===== config.mk =====
export PLATFORM = sky130hd
export DESIGN_NAME = quad_encoder_period_counter
export DESIGN_NICKNAME = d
export VERILOG_FILES = /design/src/rtl/qepc_pkg.sv /design/src/rtl/qepc_lane.sv /design/src/rtl/qepc_merge.sv /design/src/rtl/quad_encoder_period_counter.sv
export VERILOG_INCLUDE_DIRS = /design/src /design/src/rtl
export SDC_FILE = /design/constraint.sdc
export NUM_CORES = 1
export LEC_CHECK = 0
export BUFFER_PORTS_ARGS = -buffer_cell sky130_fd_sc_hd__buf_2
export CORE_MARGIN = 5
export CORE_UTILIZATION = 62
export CTS_CLUSTER_SIZE = 10
export DETAILED_ROUTE_END_ITERATION = 6
export PLACE_DENSITY = 0.82
export SLEW_MARGIN = 10
export SYNTH_ARGS = -nofsm -noshare
export SYNTH_HDL_FRONTEND = slang
export SYNTH_HIERARCHICAL = 1
export SYNTH_SLANG_ARGS = --single-unit

===== constraint.sdc =====
create_clock -name aclk -period 3.3 [get_ports aclk]
set_input_delay 0.33 -clock aclk [delete_from_list [all_inputs] [get_ports aclk]]
set_output_delay 0.33 -clock aclk [all_outputs]
set_load 0.005 [all_outputs]

===== src/rtl/quad_encoder_period_counter_assert.svh =====
// ----------------------------------------------------------------------------
// Assertion macros for the quadrature encoder period counter
// Shorthand for clocked implication checks that are disabled during reset.
// ----------------------------------------------------------------------------
`ifndef QUAD_ENCODER_PERIOD_COUNTER_ASSERT_SVH
`define QUAD_ENCODER_PERIOD_COUNTER_ASSERT_SVH

// Same-cycle implication: when ante holds, cons holds at the same edge.
`define QEPC_ASSERT_SAME(label, clk, rstn, ante, cons) \
    label: assert property (@(posedge clk) disable iff (!rstn) (ante) |-> (cons)) \
        else $error("qepc same-cycle check failed");

// Next-cycle implication: when ante holds, cons holds at the following edge.
`define QEPC_ASSERT_NEXT(label, clk, rstn, ante, cons) \
    label: assert property (@(posedge clk) disable iff (!rstn) (ante) |=> (cons)) \
        else $error("qepc next-cycle check failed");

`endif


===== src/rtl/qepc_pkg.sv =====
// ----------------------------------------------------------------------------
// qepc_pkg
// Shared constants, types and helpers of the quadrature encoder period counter.
// ----------------------------------------------------------------------------
package qepc_pkg;

    localparam int NUM_WHEELS = 4;   // active lanes, 1..8
    localparam int COUNT_BITS = 32;  // running count width, 8..64
    localparam int OUT_WHEELS = 4;   // wheels carried by a result item
    localparam int PHASE_W    = 4;   // width of each phase level field
    localparam int PULSE_W    = 32;  // width of a pulse field
    localparam int HEAD_W     = 2;   // width of a heading field

    localparam int S_FIELD_W  = 2 * PHASE_W;
    localparam int S_TDATA_W  = ((S_FIELD_W + 7) / 8) * 8;
    localparam int M_FIELD_W  = OUT_WHEELS * (PULSE_W + HEAD_W);
    localparam int M_TDATA_W  = ((M_FIELD_W + 7) / 8) * 8;
    localparam int HEAD_BASE  = OUT_WHEELS * PULSE_W;

    typedef logic signed [COUNT_BITS-1:0] count_t;
    typedef logic signed [PULSE_W-1:0]    pulse_t;
    typedef logic signed [HEAD_W-1:0]     heading_t;

    localparam count_t COUNT_TOP    = {1'b0, {(COUNT_BITS-1){1'b1}}};
    localparam count_t COUNT_BOTTOM = {1'b1, {(COUNT_BITS-1){1'b0}}};

    localparam heading_t HEAD_FWD  = 2'sb01;
    localparam heading_t HEAD_REV  = 2'sb11;
    localparam heading_t HEAD_STOP = 2'sb00;

    // Control and phase levels handed to one lane for one item.
    typedef struct packed {
        logic accept;
        logic period_end;
        logic phase_a;
        logic phase_b;
    } lane_in_t;

    // Low pulse bits of a count, sign-extended first where the count is narrow.
    function automatic pulse_t to_pulse(count_t c);
        logic signed [63:0] wide;
        wide = 64'(c);
        return wide[PULSE_W-1:0];
    endfunction

    function automatic heading_t sign_of(count_t c);
        heading_t h;
        if (c[COUNT_BITS-1]) begin
            h = HEAD_REV;
        end else if (c == '0) begin
            h = HEAD_STOP;
        end else begin
            h = HEAD_FWD;
        end
        return h;
    endfunction

endpackage


===== src/rtl/qepc_lane.sv =====
// ----------------------------------------------------------------------------
// qepc_lane
// One wheel: A-edge detection, saturating up/down count, clear on period end.
// ----------------------------------------------------------------------------
module qepc_lane (
    input  logic              aclk,
    input  logic              aresetn,
    input  qepc_pkg::lane_in_t lane_in,
    output qepc_pkg::count_t  count_stepped
);
    import qepc_pkg::*;

    logic   prior_a_reg;
    logic   prior_a_next;
    count_t count_reg;
    count_t count_next;
    logic   rise;

    assign rise = lane_in.phase_a & ~prior_a_reg;

    // B equal to A on a rising A steps down, otherwise up; hold at the bounds.
    always_comb begin
        count_stepped = count_reg;
        if (rise) begin
            if (lane_in.phase_b == lane_in.phase_a) begin
                if (count_reg != COUNT_BOTTOM) begin
                    count_stepped = count_reg - count_t'(1);
                end
            end else begin
                if (count_reg != COUNT_TOP) begin
                    count_stepped = count_reg + count_t'(1);
                end
            end
        end
    end

    always_comb begin
        prior_a_next = prior_a_reg;
        count_next   = count_reg;
        if (lane_in.accept) begin
            prior_a_next = lane_in.phase_a;
            count_next   = lane_in.period_end ? count_t'(0) : count_stepped;
        end
    end

    always_ff @(posedge aclk) begin
        if (!aresetn) begin
            prior_a_reg <= 1'b0;
            count_reg   <= '0;
        end else begin
            prior_a_reg <= prior_a_next;
            count_reg   <= count_next;
        end
    end

endmodule


===== src/rtl/qepc_merge.sv =====
// ----------------------------------------------------------------------------
// qepc_merge
// Latch lane counts on period end, derive headings, hold the result item.
// ----------------------------------------------------------------------------
module qepc_merge (
    input  logic                              aclk,
    input  logic                              aresetn,
    input  logic                              accept,
    input  logic                              period_end,
    input  qepc_pkg::count_t                  lane_count [qepc_pkg::NUM_WHEELS],
    input  logic                              m_tready,
    output logic                              m_tvalid,
    output logic [qepc_pkg::M_TDATA_W-1:0]    m_tdata
);
    import qepc_pkg::*;

    logic                 valid_reg;
    logic                 valid_next;
    logic [M_FIELD_W-1:0] fields;

    always_comb begin
        valid_next = valid_reg;
        if (accept) begin
            valid_next = 1'b1;
        end else if (m_tready) begin
            valid_next = 1'b0;
        end
    end

    always_ff @(posedge aclk) begin
        if (!aresetn) begin
            valid_reg <= 1'b0;
        end else begin
            valid_reg <= valid_next;
        end
    end

    for (genvar i = 0; i < OUT_WHEELS; i++) begin : g_wheel
        if (i < NUM_WHEELS) begin : g_live
            pulse_t   pulse_reg;
            pulse_t   pulse_next;
            heading_t heading_reg;
            heading_t heading_next;

            always_comb begin
                pulse_next   = pulse_reg;
                heading_next = heading_reg;
                if (accept && period_end) begin
                    pulse_next   = to_pulse(lane_count[i]);
                    heading_next = sign_of(lane_count[i]);
                end
            end

            always_ff @(posedge aclk) begin
                if (!aresetn) begin
                    pulse_reg   <= '0;
                    heading_reg <= HEAD_STOP;
                end else begin
                    pulse_reg   <= pulse_next;
                    heading_reg <= heading_next;
                end
            end

            assign fields[i*PULSE_W +: PULSE_W]             = pulse_reg;
            assign fields[HEAD_BASE + i*HEAD_W +: HEAD_W]   = heading_reg;
        end else begin : g_idle
            assign fields[i*PULSE_W +: PULSE_W]             = '0;
            assign fields[HEAD_BASE + i*HEAD_W +: HEAD_W]   = HEAD_STOP;
        end
    end

    assign m_tvalid = valid_reg;
    assign m_tdata  = M_TDATA_W'(fields);

endmodule


===== src/rtl/quad_encoder_period_counter.sv =====
// ----------------------------------------------------------------------------
// quad_encoder_period_counter
// Four-wheel x1 quadrature counter with per-period latched counts and headings.
// ----------------------------------------------------------------------------
// Takes one item per clock: each item carries the sampled A and B levels of
// every wheel and a period-end flag on s_tlast. A rising A level (relative to
// the previous item; A starts low after reset) steps the wheel's running
// count down when B is high and up when B is low, saturating at the signed
// count bounds. When s_tlast is set, the counts after that item's edges are
// latched, each heading becomes the sign of its latch (+1, -1 or 0), and the
// running counts clear. Every item returns one result with the latched
// counts and headings in the cycle after acceptance, from an output register.
// Each wheel has its own lane with a single add/compare, so the rate is one
// item per cycle whenever the result side takes items; while a result waits
// with m_tready low, s_tready drops and the input holds.
// ----------------------------------------------------------------------------
module quad_encoder_period_counter (
    input  logic                              aclk,
    input  logic                              aresetn,
    input  logic                              s_tvalid,
    output logic                              s_tready,
    // phase_a_levels[3:0], phase_b_levels[7:4]
    input  logic [qepc_pkg::S_TDATA_W-1:0]    s_tdata,
    input  logic                              s_tlast,
    output logic                              m_tvalid,
    input  logic                              m_tready,
    // pulses_wheel0..3 [127:0] (32 bits each, wheel 0 lowest),
    // heading_wheel0..3 [135:128] (2 bits each, wheel 0 lowest)
    output logic [qepc_pkg::M_TDATA_W-1:0]    m_tdata
);
    import qepc_pkg::*;

    logic   s_accept;
    count_t lane_count [NUM_WHEELS];

    // Accept when the output register is empty or its item leaves this cycle.
    assign s_tready = !m_tvalid || m_tready;
    assign s_accept = s_tvalid && s_tready;

    for (genvar i = 0; i < NUM_WHEELS; i++) begin : g_lane
        lane_in_t lane_in;

        // Wheels beyond the phase fields never see an edge.
        if (i < PHASE_W) begin : g_pins
            assign lane_in.phase_a = s_tdata[i];
            assign lane_in.phase_b = s_tdata[PHASE_W + i];
        end else begin : g_nopins
            assign lane_in.phase_a = 1'b0;
            assign lane_in.phase_b = 1'b0;
        end
        assign lane_in.accept     = s_accept;
        assign lane_in.period_end = s_tlast;

        qepc_lane u_lane (
            .aclk          (aclk),
            .aresetn       (aresetn),
            .lane_in       (lane_in),
            .count_stepped (lane_count[i])
        );
    end

    qepc_merge u_merge (
        .aclk       (aclk),
        .aresetn    (aresetn),
        .accept     (s_accept),
        .period_end (s_tlast),
        .lane_count (lane_count),
        .m_tready   (m_tready),
        .m_tvalid   (m_tvalid),
        .m_tdata    (m_tdata)
    );

`include "quad_encoder_period_counter_assert.svh"

    // An empty output register never blocks the input.
    `QEPC_ASSERT_SAME(a_ready_when_empty, aclk, aresetn, !m_tvalid, s_tready)
    // A stalled result blocks the input.
    `QEPC_ASSERT_SAME(a_block_when_stalled, aclk, aresetn, m_tvalid && !m_tready, !s_tready)
    // Every accepted item produces a result in the next cycle.
    `QEPC_ASSERT_NEXT(a_result_follows, aclk, aresetn, s_accept, m_tvalid)

endmodule


Word-level counts from Yosys, hierarchy flattened

Index checks and enable logic that the tools add are counted.

Equality and inequality tests: 12
Add/subtract/negate cells: 8
Multiplexer cells: 30
Bitwise operators: 8
Reductions and logical operators: 9

Operators by type and width:

| operator                | count |
|---|---|
| $mux W32                | 20 |
| $ne A32 B32 Y1 const B  | 8 |
| $add A32 B2 Y32 const B | 4 |
| $logic_not A32 Y1       | 4 |
| $sub A32 B2 Y32 const B | 4 |
| $mux W2                 | 4 |
| $mux W1                 | 6 |
| $and A1 B1 Y1           | 4 |
| $eq A1 B1 Y1            | 4 |
| $not A1 Y1              | 4 |
| $logic_and A1 B1 Y1     | 2 |
| $reduce_bool A2 Y1      | 1 |
| $logic_not A1 Y1        | 1 |
| $logic_or A1 B1 Y1      | 1 |

Bits in registers: 269
Output and inout port bits: 138
Word-level logic and storage cells: 84
Bits of input ports: 13

Depth between registers and ports, before layout

Gate-level depths: netlist (run 1).

Depth after elaboration: 7
Depth in mapped cells: 13

Cells and area by module

The synthesis (run 1) kept the hierarchy.

By module, submodules not included:

| module                           | area an instance (µm²) | cells an instance | seq. area each (µm²) | times used |
|---|---|---|---|---|
| qepc_lane (g_lane[0].u_lane ...) | 3772.4                 | 533               | 660.6                | 2 |
| qepc_merge                       | 5205.0                 | 616               | 2662.6               | 1 |
| qepc_lane (g_lane[3].u_lane)     | 3624.7                 | 519               | 660.6                | 1 |
| qepc_lane (g_lane[2].u_lane)     | 3205.6                 | 471               | 660.6                | 1 |
| quad_encoder_period_counter      | 22.5                   | 2                 | 0.0                  | 1 |

Worst setup path after synthesis (run 1)

OpenSTA, ideal clock, no wires.

Path type: flip-flop to flip-flop
Start point: register g_lane[2].u_lane.count_reg[26]
End point: register u_merge.g_wheel[2].g_live.heading_reg[0]
Library setup time: 122 ps
Path slack: 280 ps
Arrival time: 2898 ps
Cell stages (with the launch flop): 13
Cell sequence: dfxtp_1 buf_6 or4_4 or4_4 nor4_4 buf_6 o21ai_0 nand2_1 nor2_1 xor2_1 nor4_1 and4_1 a31oi_1

RTL lines:

| element                | line             | RTL |
|---|---|---|
| start, declared        | qepc_lane.sv:15  | `count_t count_reg;` |
| start signal, assigned | qepc_lane.sv:52  | `count_reg <= count_next;` |
| end signal, assigned   | qepc_merge.sv:60 | `heading_reg <= heading_next;` |
| end, declared          | qepc_merge.sv:42 | `heading_t heading_reg;` |

==> results of run 1 <==
-- kinds of logic after synthesis --
logic type / after synthesis
adder cells (fa/ha/maj): 12
AND/OR/NAND/NOR: 1376
XOR/XNOR: 132
AO/OA/AOI/OAI: 565
multiplexers: 19
buffers and inverters: 305
flip-flops: 265
-- metrics by stage --
step	power [mW]	utilization (%)
2_1_floorplan	5.404	-
3_3_place_gp	6.461	69.86
3_5_place_dp	6.507	69.86
4_1_cts	9.643	72.64
5_1_grt	10.20	73.40
6_report	9.828	73.40
-- worst paths after layout --
| path | startpoint | to | slack (ns) | depth (start not counted) |
|---|---|---|---|---|
| setup / recovery | g_lane[0].u_lane/count_reg[16]$_SDFFE_PN0P_ | u_merge/g_wheel[0].g_live.heading_reg[0]$_SDFFE_PN0P_ | 0.01 | 11 |
| hold / removal | m_tready | u_merge/m_tvalid$_SDFFE_PN0P_ | 0.09 | 3 |
| setup reg to reg | g_lane[0].u_lane/count_reg[16]$_SDFFE_PN0P_ | u_merge/g_wheel[0].g_live.heading_reg[0]$_SDFFE_PN0P_ | 0.01 | 11 |
| hold reg to reg | u_merge/g_wheel[0].g_live.pulse_reg[4]$_SDFFE_PN0P_ | u_merge/g_wheel[0].g_live.pulse_reg[4]$_SDFFE_PN0P_ | 0.45 | 2 |
-- cell usage after synthesis, drive strengths merged, types with 37 or more instances --
| cell type | number | area share, % |
|---|---|---|
| or4 | 51 | 2.2 |
| nor2b | 37 | 1.2 |
| xnor2 | 82 | 3.7 |
| o21ai | 62 | 1.6 |
| clkbuf | 175 | 3.4 |
| inv | 37 | 0.71 |
| and3 | 53 | 1.7 |
| nor4 | 95 | 3.7 |
| a21boi | 130 | 5.0 |
| a31oi | 72 | 2.3 |
| nor3 | 84 | 2.3 |
| nand2 | 464 | 8.9 |
| nor2 | 160 | 3.1 |
| nand3 | 144 | 3.7 |
| buf | 90 | 2.9 |
| nand4 | 71 | 2.3 |
| dfxtp | 265 | 27 |
| xor2 | 50 | 2.2 |
| a21oi | 74 | 1.9 |
| or3 | 70 | 2.2 |
-- per-layer routing --
layer | share of wire [%] | track usage, %
met4 | 4.1 | 14.99
met2 | 45 | 63.26
met3 | 12 | 7.986
met1 | 39 | 51.75
met5 | 0 | 0
-- tightest hold or removal path: cells and delay by family --
kind                   cells  cell delay (ns)
buffers and inverters      1             0.09
AOI/OAI and AO/OA          1             0.16
and+or+nand+nor            1             0.04
-- power by group --
group,switching (mW),internal [mW],total [mW]
clock,1.34,1.81,3.16
sequential,0.151,3.34,3.49
combinational,1.92,1.26,3.18
-- repair_timing --
item	in CTS	in global routing
endpoints found under the setup margin	0	4
endpoints found under the hold margin	0	0
setup buffers	0	6
gates resized for setup	0	42
-- final cells by class --
class	count	area (um^2)	area share, %
well taps	402	503.0	2.183
clock buffers	39	835.8	3.627
flip-flops and latches	265	5311	23.05
multi-input cells	2104	13120	56.93
repair buffers	457	3087	13.40
inverters	40	150.1	0.6516
clock inverters	2	38.79	0.1683
==> impl_metrics.toml, run 1 <==
[clock_tree]
clk_latency_ns = 0.59
h-tree-depth = 1
clockBufferDepth = 3
numCtsBuffers = 31
cts_tree = "yes"
cts-root-buf = "clkbuf_16"
clkTransAtPathRegs_ns = 0.06
clkSinkCount = 265
cts_hold_buffers = 0

[yosys]
synth-seq-area-share_pct = 27.06
synthMuxAreaShare_pct = 0.9702
synth_edf_count = 0
syn_area_per_cell_um2 = 7.331
synthDistinctLibCells = 92
synth_nets = 2699
synth_top_family_by_area = "simple AND/OR/NAND/NOR gates"
synth_seq_cells = 265
synth_compound_area_share_pct = 20.96
synth-xor-area-share_pct = 5.898
ys.flop_type = "dfxtp_1"
synth-simple-area-share_pct = 37.31
ys_warn_count = 6
async_flop_share_pct = 0
syn_area_mm2 = 0.01960
synthAdderAreaFrac_pct = 0.7659
postSynthCellCount = 2674

[setup_path]
slowest_stage = "dfxtp_1"
crit_path_start_kind = "flip-flop"
critPathMaxStageDelay_ns = 0.53
worstPathMaxFanout = 10
path_delay_family = "simple AND/OR/NAND/NOR gates"
crit_buf_inv = 2
worstSetupPathType = "reg2reg"
required_ns = 3.76
cp_cell_sequence = "nand3_1 -> buf_4 -> nor4_1 -> nand3_1 -> buf_4 -> a31oi_1 -> nor2_1 -> xor2_1 -> nor4_1 -> and4_1 -> a31oi_1"
arrival_ns = 3.75
cp-end-kind = "flip-flop"

[sta]
setup_ws_ns = 0.01400
final_hold_viol_count = 0
period_needed_ns = 3.286
fin_hold_ws_ns = 0.09227
slew_violations = 0
finClkSkew_ns = 0.01328
fmaxAchievable_mhz = 304.3
setup_tns_ns = 0
worstMarginPinSlew_ns = 0.9180
finalSetupViolations = 0
slew_headroom_pct = 38.59
fin_crit_sh_pct = 99.58

[place]
routabilityCongestion = 1.070
pre_cts_ws_ns = 0.02218
placed_cells = 3262
port_buffers = 150
placed_area_mm2 = 0.02193
hpwl_mm = 53.80

[global_route]
grt_use_total_pct = 39.17
grt_max_degree = 60
grt_antenna_before_repair = 1
grt_pass1_wl_mm = 115.4
overflow = 0
grt_pass1_vias = 21500

[routing]
drt-vias-per-instance = 6.862
drt-total-wl_mm = 73.49
drtIter0Drc = 2881
num_vias = 22710
post_drt_wl_per_cell_um = 22.21
drtPass1Iterations = 7
drtAntennaViolNets = 0
drc_errors = 14

[status]
outcome = "complete, but fails checks"
violations = "DRC"

[floorplanning]
dieHeight_um = 187.8
ios = 151
coreArea_mm2 = 0.03139
rows = 65
initial_utilization_pct = 62.44
die_area_mm2 = 0.03527
die_x_um = 187.8

[hold_path]
min_path_type = "in2reg"

[power_and_ir_drop]
vdd_drop_max_mv = 0.5218
powerDensity_mw_per_mm2 = 426.5
leakage_nw = 9.125

[cells_and_area]
antenna_cells = 0
final_common_cell = "nand2_1"
drive_above_1_share_pct = 20.43
final_cell_mix = "nand2_1 (463), buf_4 (305), dfxtp_1 (260), nor2_1 (159), buf_2 (149)"
finalNetCount = 2924
areaGrowthSynthToFinish_pct = 17.55
fillers = 2488
fin_area_mm2 = 0.02304
layout.cells.non_filler = 3309

[flow_run]
drv_cap = 0
No activity file was read; power rests on OpenSTA's default activity.
==> run 2, diff against run 1 <==
- CORE_UTILIZATION: 62 -> 38
- PLACE_DENSITY: 0.82 -> not set
==> run 2 against run 1 <==
  * The run now ends clean
  * Sequential power hardly changed
  * Sequential cell count unchanged
  * Combinational power about the same
  * Largest cell class unchanged
  * Highest routed layer unchanged
==> impl_metrics.toml, run 2 (same netlist as run 1, synthesis figures left out) <==
[status]
outcome = "finished clean"

[flow_run]
drv_cap = 0

[sta]
fin_crit_sh_pct = 98.65
finClkSkew_ns = 0.01554
setup_tns_ns = 0
setup_ws_ns = 0.04462
slew_headroom_pct = 41.21
finalSetupViolations = 0
slew_violations = 0
period_needed_ns = 3.255
final_hold_viol_count = 0
worstMarginPinSlew_ns = 0.8819
fmaxAchievable_mhz = 307.2

[floorplanning]
dieHeight_um = 237.1
ios = 151
die_x_um = 237.1
initial_utilization_pct = 38.29
coreArea_mm2 = 0.05120
rows = 83
die_area_mm2 = 0.05623

[global_route]
overflow = 0
grt_max_degree = 69
grt_pass1_wl_mm = 120.6
grt_antenna_before_repair = 0
grt_pass1_vias = 20900
grt_use_total_pct = 26.06

[cells_and_area]
drive_above_1_share_pct = 21.45
areaGrowthSynthToFinish_pct = 21.46
final_common_cell = "nand2_1"
antenna_cells = 0
finalNetCount = 2937
final_cell_mix = "nand2_1 (463), buf_4 (309), dfxtp_1 (258), nor2_1 (159), buf_2 (149)"

[clock_tree]
numCtsBuffers = 37
cts-root-buf = "clkbuf_16"
cts_hold_buffers = 0
cts_tree = "yes"
clk_latency_ns = 0.56
clockBufferDepth = 3
clkTransAtPathRegs_ns = 0.05
clkSinkCount = 265
h-tree-depth = 2

[setup_path]
required_ns = 3.72
crit_path_start = "g_lane[2].u_lane/count_reg[25]$_SDFFE_PN0P_"
worstPathMaxFanout = 10
worstSetupPathType = "reg2reg"
cp-end-kind = "flip-flop"
r2r_start = "g_lane[2].u_lane/count_reg[25]$_SDFFE_PN0P_"
arrival_ns = 3.68
rr_worst_depth = 11
crit_path_start_kind = "flip-flop"

[place]
hpwl_mm = 57.59
port_buffers = 150
pre_cts_ws_ns = -0.06168
routabilityCongestion = 0.9989

[power_and_ir_drop]
leakage_nw = 9.347
powerDensity_mw_per_mm2 = 447.6
vdd_drop_max_mv = 0.3501
power_mw = 10.66

[routing]
drtPass1Iterations = 7
post_drt_wl_per_cell_um = 21.50
drt-vias-per-instance = 6.076
drc_errors = 0
drtIter0Drc = 1934
drt-total-wl_mm = 77.69
drtAntennaViolNets = 0
num_vias = 21950

[hold_path]
min_from = "m_tready"
min_path_type = "in2reg"
hold_depth = 3
==> run 2: changes by cell type in the layout (fill, tap and decap cells not counted), sizes merged <==
cell,delta
buf,+7
bufinv,+2
clkbuf,+8
clkinv,+6
clkinvlp,+3
==> run 2: critical path, stage by stage, from the launching register on <==
cell     delay (ns)
dfxtp_1        0.31
or4_4          0.56
or4_4          0.46
nor4_4         0.24
buf_4          0.20
buf_6          0.15
nand2_1        0.09
nand3_1        0.15
xnor2_2        0.14
nor4_2         0.44
and4_1         0.29
a31oi_1        0.09
==> run 2: path summary, 6_finish.rpt <==
kind,endpoint,slack [ns]
min,u_merge/m_tvalid$_SDFFE_PN0P_,0.11
min reg2reg,u_merge/g_wheel[1].g_live.pulse_reg[26]$_SDFFE_PN0P_,0.45
max reg2reg,u_merge/g_wheel[2].g_live.heading_reg[0]$_SDFFE_PN0P_,0.04
max,u_merge/g_wheel[2].g_live.heading_reg[0]$_SDFFE_PN0P_,0.04
==> run 2: where the power goes <==
part	switching [mW]	total (mW)	internal [mW]
sequential	0.152	3.49	3.34
clock	1.56	3.98	2.42
combinational	1.92	3.19	1.27
total	3.64	10.7	7.02
==> run 2: what timing repair did <==
action                                  CTS  global route
pin swaps                                 1             9
setup buffers                             0             5
endpoints found under the setup margin    3             4
resized for setup                         3            46
==> run 2: area by class of cell <==
cell class | count | area [um^2]
clock inverters | 13 | 151.4
clock buffers | 47 | 1026
fillers | 5104 | 27390
well taps | 680 | 850.8
multi-input cells | 2104 | 13150
flip-flops and latches | 265 | 5314
inverters | 40 | 150.1
repair buffers | 464 | 3168
==> run 2: metrics by stage <==
step / hold WS, ns / instances / utilization, % / area, um^2
floorplan: 0.4514 / 2674 / - / 19600
global placement: 0.4408 / 3548 / 43.68 / 22360
detailed placement: 0.4437 / 3548 / 43.68 / 22360
CTS: 0.07797 / 3608 / 46.00 / 23550
global route: 0.1056 / 3613 / 46.50 / 23810
finish: 0.1117 / 3613 / 46.50 / 23810
==> run 2: per-layer routing <==
metal  track usage, %  share of wire [%]  up-vias
li1                 -                  -    10260
met1            36.12                 45    10600
met3            4.263                7.6      161
met4            8.483                3.0        0
met5                0                  0        -
met2            41.50                 45      935
